--- config.mk ---
export PLATFORM = sky130hd
export DESIGN_NAME = mie_mdu
export DESIGN_NICKNAME = d
export VERILOG_FILES = /design/src/rtl/core/mie_pkg.sv /design/src/rtl/core/mie_mdu.sv
export SDC_FILE = /design/constraint.sdc
export NUM_CORES = 1
export LEC_CHECK = 0
export ABC_AREA = 1
export BUFFER_PORTS_ARGS = -buffer_cell sky130_fd_sc_hd__clkbuf_2
export CAP_MARGIN = 20
export CORE_MARGIN = 4
export CORE_UTILIZATION = 52
export CTS_CLUSTER_DIAMETER = 40
export DETAILED_ROUTE_END_ITERATION = 12
export PLACE_DENSITY = 0.74
export SLEW_MARGIN = 20
export SYNTH_ARGS = -nofsm -noshare
export SYNTH_HDL_FRONTEND = slang
export SYNTH_SLANG_ARGS = --single-unit
--- constraint.sdc ---
create_clock -name clk -period 3 [get_ports clk]
set_clock_uncertainty 0.05 [all_clocks]
set_input_delay 0.6 -clock clk [delete_from_list [all_inputs] [get_ports clk]]
set_output_delay 0.6 -clock clk [all_outputs]
set_load 0.005 [all_outputs]
--- src/rtl/core/mie_pkg.sv ---
// Package for the MIPS32 execute unit: opcodes, sizes, sequencer states.
// No dependencies.
`default_nettype none
package mie_pkg;
	localparam int DATA_WORDS = 1024;
	localparam int DW_BITS = $clog2(DATA_WORDS);

	typedef enum logic [1:0] {OP_EXEC = 2'd0, OP_WRITE = 2'd1, OP_READ = 2'd2,
		OP_NONE = 2'd3} op_t;

	typedef enum logic [2:0] {ST_IDLE, ST_DECODE, ST_MEM, ST_MDU, ST_DONE} state_t;

	typedef enum logic [1:0] {FLT_NONE = 2'd0, FLT_UNKNOWN = 2'd1,
		FLT_DIVZERO = 2'd2} fault_t;

	// primary opcodes
	localparam logic [5:0] OPC_SPECIAL = 6'h00, OPC_REGIMM = 6'h01, OPC_J = 6'h02,
		OPC_JAL = 6'h03, OPC_BEQ = 6'h04, OPC_BNE = 6'h05, OPC_BLEZ = 6'h06,
		OPC_BGTZ = 6'h07, OPC_ADDI = 6'h08, OPC_ADDIU = 6'h09, OPC_SLTI = 6'h0A,
		OPC_SLTIU = 6'h0B, OPC_ANDI = 6'h0C, OPC_ORI = 6'h0D, OPC_XORI = 6'h0E,
		OPC_LUI = 6'h0F, OPC_LB = 6'h20, OPC_LH = 6'h21, OPC_LW = 6'h23,
		OPC_LBU = 6'h24, OPC_LHU = 6'h25, OPC_SB = 6'h28, OPC_SH = 6'h29,
		OPC_SW = 6'h2B;
	// SPECIAL function codes
	localparam logic [5:0] FN_SLL = 6'h00, FN_SRL = 6'h02, FN_SRA = 6'h03,
		FN_SLLV = 6'h04, FN_SRLV = 6'h06, FN_SRAV = 6'h07, FN_JR = 6'h08,
		FN_JALR = 6'h09, FN_SYSCALL = 6'h0C, FN_MFHI = 6'h10, FN_MTHI = 6'h11,
		FN_MFLO = 6'h12, FN_MTLO = 6'h13, FN_MULT = 6'h18, FN_MULTU = 6'h19,
		FN_DIV = 6'h1A, FN_DIVU = 6'h1B, FN_ADD = 6'h20, FN_ADDU = 6'h21,
		FN_SUB = 6'h22, FN_SUBU = 6'h23, FN_AND = 6'h24, FN_OR = 6'h25,
		FN_XOR = 6'h26, FN_NOR = 6'h27, FN_SLT = 6'h2A, FN_SLTU = 6'h2B;
	// REGIMM rt codes
	localparam logic [4:0] RT_BLTZ = 5'h00, RT_BGEZ = 5'h01, RT_BLTZAL = 5'h10,
		RT_BGEZAL = 5'h11;
	localparam logic [4:0] REG_V0 = 5'd2, REG_RA = 5'd31;
	localparam logic [31:0] EXIT_CODE = 32'h0000_000A;

	// multiply/divide unit command and status
	typedef enum logic [1:0] {MD_MULT, MD_MULTU, MD_DIV, MD_DIVU} md_op_t;

	typedef struct packed {
		logic   start;
		md_op_t kind;
	} md_cmd_t;

	typedef struct packed {
		logic        done;
		logic [31:0] hi;
		logic [31:0] lo;
	} md_stat_t;
endpackage
`default_nettype wire

--- src/rtl/core/mie_mdu.sv ---
// Iterative multiply/divide unit: one bit of the product or quotient per cycle.
// Depends on mie_pkg.
`default_nettype none
module mie_mdu (
	input  wire logic              clk,
	input  wire logic              arst_n,
	input  wire mie_pkg::md_cmd_t  cmd,
	input  wire logic [31:0]       a,
	input  wire logic [31:0]       b,
	output mie_pkg::md_stat_t      stat
);
	import mie_pkg::*;

	logic        busy_q;
	logic [5:0]  cnt_q;
	md_op_t      kind_q;
	logic        neg_q_q, neg_r_q;
	logic [31:0] acc_q;   // partial high part / remainder
	logic [31:0] sh_q;    // multiplier / dividend bits, becomes low / quotient
	logic [31:0] m_q;     // multiplicand / divisor magnitude
	logic        fin_q;

	logic        sgn;
	logic [31:0] ma, mb;
	logic [32:0] add_sum;
	logic [32:0] trial;
	logic [63:0] prod;
	logic [63:0] nprod;
	logic [31:0] qf, rf;

	assign sgn = (cmd.kind == MD_MULT) || (cmd.kind == MD_DIV);
	assign ma = (sgn && a[31]) ? (32'd0 - a) : a;
	assign mb = (sgn && b[31]) ? (32'd0 - b) : b;
	assign add_sum = {1'b0, acc_q} + {1'b0, m_q};
	assign trial = {acc_q, sh_q[31]} - {1'b0, m_q};

	always_ff @(posedge clk or negedge arst_n) begin
		if (!arst_n) begin
			busy_q <= 1'b0;
			fin_q <= 1'b0;
			cnt_q <= '0;
		end else begin
			fin_q <= 1'b0;
			if (cmd.start && !busy_q) begin
				busy_q <= 1'b1;
				cnt_q <= 6'd32;
			end else if (busy_q) begin
				cnt_q <= cnt_q - 6'd1;
				if (cnt_q == 6'd1) begin
					busy_q <= 1'b0;
					fin_q <= 1'b1;
				end
			end
		end
	end

	always_ff @(posedge clk) begin
		if (cmd.start && !busy_q) begin
			kind_q <= cmd.kind;
			acc_q <= '0;
			sh_q <= ma;
			m_q <= mb;
			neg_q_q <= sgn && (a[31] ^ b[31]);
			neg_r_q <= sgn && a[31];
		end else if (busy_q) begin
			if (kind_q == MD_MULT || kind_q == MD_MULTU) begin
				// shift-add: add when the low multiplier bit is set
				if (sh_q[0]) begin
					{acc_q, sh_q} <= {add_sum, sh_q[31:1]};
				end else begin
					{acc_q, sh_q} <= {1'b0, acc_q, sh_q[31:1]};
				end
			end else begin
				// restoring division, one quotient bit per cycle
				if (!trial[32]) begin
					acc_q <= trial[31:0];
					sh_q <= {sh_q[30:0], 1'b1};
				end else begin
					acc_q <= {acc_q[30:0], sh_q[31]};
					sh_q <= {sh_q[30:0], 1'b0};
				end
			end
		end
	end

	assign prod = {acc_q, sh_q};
	assign nprod = neg_q_q ? (64'd0 - prod) : prod;
	assign qf = neg_q_q ? (32'd0 - sh_q) : sh_q;
	assign rf = neg_r_q ? (32'd0 - acc_q) : acc_q;

	always_comb begin
		stat.done = fin_q;
		if (kind_q == MD_MULT || kind_q == MD_MULTU) begin
			stat.hi = nprod[63:32];
			stat.lo = nprod[31:0];
		end else begin
			stat.hi = rf;
			stat.lo = qf;
		end
	end
endmodule
`default_nettype wire

Yosys cells after proc, flatten, opt, wreduce, memory -nomap -nowiden
Index checks and enable logic that the tools add are counted.
- input port bits: 69
- word-level logic and storage cells: 53
- register bits: 108
- output and inout port bits: 65
- add/subtract/negate cells: 8
- multiplexer cells: 22
- equality and inequality tests: 3
- bitwise gates (word level): 1
- reductions and logical operators: 10
- operators with widths (cell ; number):
    32-bit 2-to-1 mux ; 11
    64-bit 2-to-1 mux ; 2
    1-bit by 32-bit subtractor with 32-bit output, first input constant ; 4
    1-bit by 64-bit subtractor with 64-bit output, first input constant ; 1
    32-bit by 32-bit adder with 33-bit output ; 1
    33-bit by 32-bit subtractor with 33-bit output ; 1
    6-bit 2-to-1 mux ; 2
    1-bit 2-to-1 mux ; 7
    6-bit by 1-bit == test with 1-bit output, second input constant ; 1
    6-bit by 1-bit subtractor with 6-bit output, second input constant ; 1
    1-bit logical AND ; 4
    2-bit logical NOT ; 2
    2-bit by 1-bit == test with 1-bit output, second input constant ; 1
    2-bit == test, second input constant ; 1
    1-bit logical OR ; 2
    2-bit nonzero test ; 1
    1-bit logical NOT ; 1
    1-bit bitwise XOR ; 1

Depth between registers and ports, before layout
- depth in word-level cells: 5
- mapped depth: 20
- gate-level depth less buffers: 20

Worst setup path after synthesis
No wires, ideal clock.
- kind: register -> output
- from: register sh_q[0]
- to: output stat[44] in the netlist's numbering
- data required time: 2.350 ns
- path slack: -0.048 ns
- data arrival time: 2.398 ns
- stages on the path, launching flop included: 16
- cell sequence: edfxtp_1 -> inv_1 -> clkbuf_1 -> clkbuf_1 -> ha_1 -> nand3_2 -> nor2_2 -> nand2_2 -> nor2_2 -> nand3_1 -> nand2_1 -> o21ai_2 -> nor2_2 -> nand3_1 -> nand2_1 -> xor2_1
- RTL lines (what ; line ; RTL):
    start: declaration ; mie_mdu.sv:19 ; logic [31:0] sh_q;
    start signal: assignment ; mie_mdu.sv:61 ; sh_q <= ma;
    start signal: assignment ; mie_mdu.sv:69 ; {acc_q, sh_q} <= {add_sum, sh_q[31:1]};
    start signal: assignment ; mie_mdu.sv:71 ; {acc_q, sh_q} <= {1'b0, acc_q, sh_q[31:1]};
    end: declaration ; mie_mdu.sv:10 ; output mie_pkg::md_stat_t stat

==> flow_summary.ini <==
[sta]
worst_slew_pin_slew_ns = 0.773
grt_setup_unrepaired = true
post-route-period-util = 1.08
hold_violations = 0
fmaxAchievable_ghz = 0.310
layout_setup_ws_ns = -0.231
setup_tns_ns = -2.60
finalSetupViolCount = 28
holdWs_ns = 0.0170
relSlewSlack = 0.484
slew_viol_final = 0
min_period_ns = 3.23

[critical_path]
crit_top_cell = nand2_1
worstSetupEndpointType = output port
path_cells = nor2_2 > nand2_1 > nor2_1 > inv_1 > nor3_1 > nand3b_1 > xor2_1 > nand2_1 > nand2_1 > nand2_1 > nand2_2 > buf_6
r2r_cells = 15
timing.critical_path.buf_inv = 2
setup.worst_path.class = reg2out
crit_arrival_ns = 2.58
cp_slowest_cell = edfxtp_1
crit_required_ns = 2.35
cp_max_fo = 4
r2r-start = sh_q[31]
startpoint_type = register
r2r_slack_ns = 0.14
cp_top_family = simple AND/OR/NAND/NOR gates
max_stage_delay_ns = 0.48
reg2reg_to = sh_q[0]

[floorplan]
die_y_um = 174
num_io_pins = 134
rows = 60
core_um2 = 27000
start_util = 0.530
die_w_um = 174
die-area_um2 = 30300

[yosys]
yosys_register_bits = 107
yosysTopAreaCell = nand2_1
syn-cell-area_um2 = 14300
synth-edff-count = 67
synth_cell_type_count = 55
ys_async_sr_fraction = 0.0748
synth_fp_nets = 2611
synth-main-ff-cell = edfxtp_1
synthCells = 2470
synth.area.top_cells = nand2_1, edfxtp_1, inv_1, nor2_1, xor2_1
yosysWarnings = 0
ys_seq_area_frac = 0.199
yosysTopAreaCellShare = 0.207
syn_area_per_cell_um2 = 5.80

[layout]
utilization = 0.624
design_area_um2 = 16900
diodes = 0
final_common_cell = nand2_1
fin_cells = 2999
drive_gt1_frac = 0.163
final_cell_mix = nand2_1, inv_1, nor2_1, a21oi_1, o21ai_0
nets = 2794
syn_to_final_growth_pct = 17.6

[detailed_routing]
wl_per_cell_um = 18.6
drt-initial-drc-count = 2128
num_vias = 17203
vias_per_cell = 5.74
detail-route-antenna-nets = 0
drc = 0
first_pass_iters = 8
finalWirelength_mm = 55.8

[placement]
dp_cells = 2946
dp_hpwl_mm = 44.9
gp_congestion = 1.06
place_area_um2 = 15700
portBuffers = 133

[cts]
cts_tree = built
path_clk_slew_ns = 0.09
cts_buffer_depth = 2
holdBufCountCts = 0
cts_root_buf = clkbuf_16
htreeDepth = 3
cts_buffers = 9
clk_latency_ns = 0.37
cts.sinks = 107

[pwr]
power_frac_seq = 0.187
power.density_nw_per_um2 = 991
p_sw_frac = 0.567
p_int_w = 0.00722
p_leak_nw = 8.66
combPwrFrac = 0.729
peakVddDrop_mv = 0.411
p_clk_frac = 0.084
net-switching-power_w = 0.00948

[global_routing]
grt_max_degree = 87
grt_use_total = 0.354
grt.overflow.total = 0
antenna_found_initial = 0
grt_pass1_vias = 15697
grt_pass1_wl_mm = 85.7

[run_status]
status = complete, but fails checks
failed_checks = setup timing

[min_path]
hold_class = in2async

[run]
maxCapViolCount = 0
-- power by group through the flow --
| stage | clock network (W) | registers, W | logic, W |
|---|---|---|---|
| 2_1_floorplan | 0 | 0.00272 | 0.00769 |
| 3_3_place_gp | 0 | 0.00300 | 0.0112 |
| 3_5_place_dp | 0 | 0.00301 | 0.0113 |
| 4_1_cts | 0.00140 | 0.00301 | 0.0116 |
| 5_1_grt | 0.00146 | 0.00315 | 0.0134 |
| 6_report | 0.00141 | 0.00312 | 0.0122 |
-- cell type report --
type	instances	area (um2)
Clock buffer	9	225
Clock inverter	7	106
Fill cell	2700	10200
Inverter	377	1420
Multi-Input combinational cell	1912	10200
Sequential cell	107	2860
Tap cell	341	427
Timing Repair Buffer	246	1600
-- metrics by stage --
| step | worst slack, ns | power, W |
|---|---|---|
| 2_1_floorplan | 0.0148 | 0.0104 |
| 3_3_place_gp | 0.00157 | 0.0142 |
| 3_5_place_dp | -0.0631 | 0.0143 |
| 4_1_cts | -0.149 | 0.0160 |
| 5_1_grt | -0.380 | 0.0180 |
| 6_report | -0.231 | 0.0167 |
-- worst max-delay path by stage --
stage | start | end | cells past startpoint
floorplan | sh_q[0] | stat[44] | 15
global placement | sh_q[31] | sh_q[0] | 15
detailed placement | sh_q[31] | sh_q[0] | 15
CTS | sh_q[0] | stat[47] | 11
global route | sh_q[26] | stat[59] | 12
finish | sh_q[19] | stat[59] | 12
-- sequential cells by signal, indices dropped and copies added, names as in the netlist --
signal and cells:
acc_q 32, cnt_q 6, fin_q 1, kind_q 1, neg_q_q 1, neg_r_q 1
busy_q 1, sh_q 32, m_q 32
-- Yosys cell counts (all sizes together), types with 3 or more instances --
cell type    n
edfxtp      67
nand2      800
xnor2       15
o21bai       6
o31ai        7
nor4         6
clkbuf      46
nand4       35
ha          70
nand3b       9
o21ai      172
and2        10
or2          5
buf         28
xor2       105
clkinv       4
o22ai        9
a31oi        3
dfxtp       32
inv        373
a21oi      163
o211ai       8
dfrtp        8
nor2       266
nand3      171
nor3        36
-- per-layer routing --
metal,up-vias,wire [um],global-route usage,share of wire
met4,0,2160,0.117,0.039
li1,8253,-,-,-
met1,7810,23800,0.509,0.43
met5,-,0,0,0
met3,133,5970,0.0468,0.11
met2,1007,24000,0.549,0.43
-- kinds of logic (layout without fill, tap and decap cells) --
family	count (synthesis)	in the layout	synth area share
compound gates	379	379	0.141
fa+ha+maj	72	72	0.0639
simple gates	1341	1341	0.397
buf+inv	451	639	0.126
flops	107	107	0.199
xor+xnor	120	120	0.0733
-- worst register-to-register path, delay by kind of cell, from the launching register on --
family          cells  cell delay [ns]
simple gates        9             0.84
fa+ha+maj           2             0.63
flops               1             0.45
compound gates      2             0.42
buf+inv             2             0.19
-- repair_timing --
item | 4_1_cts | 5_1_grt
setup endpoints to repair | 38 | 45
pin swaps | 22 | 36
gates resized for setup | 78 | 95
buffers inserted | 22 | 17
(Power assumes the default switching activity.)
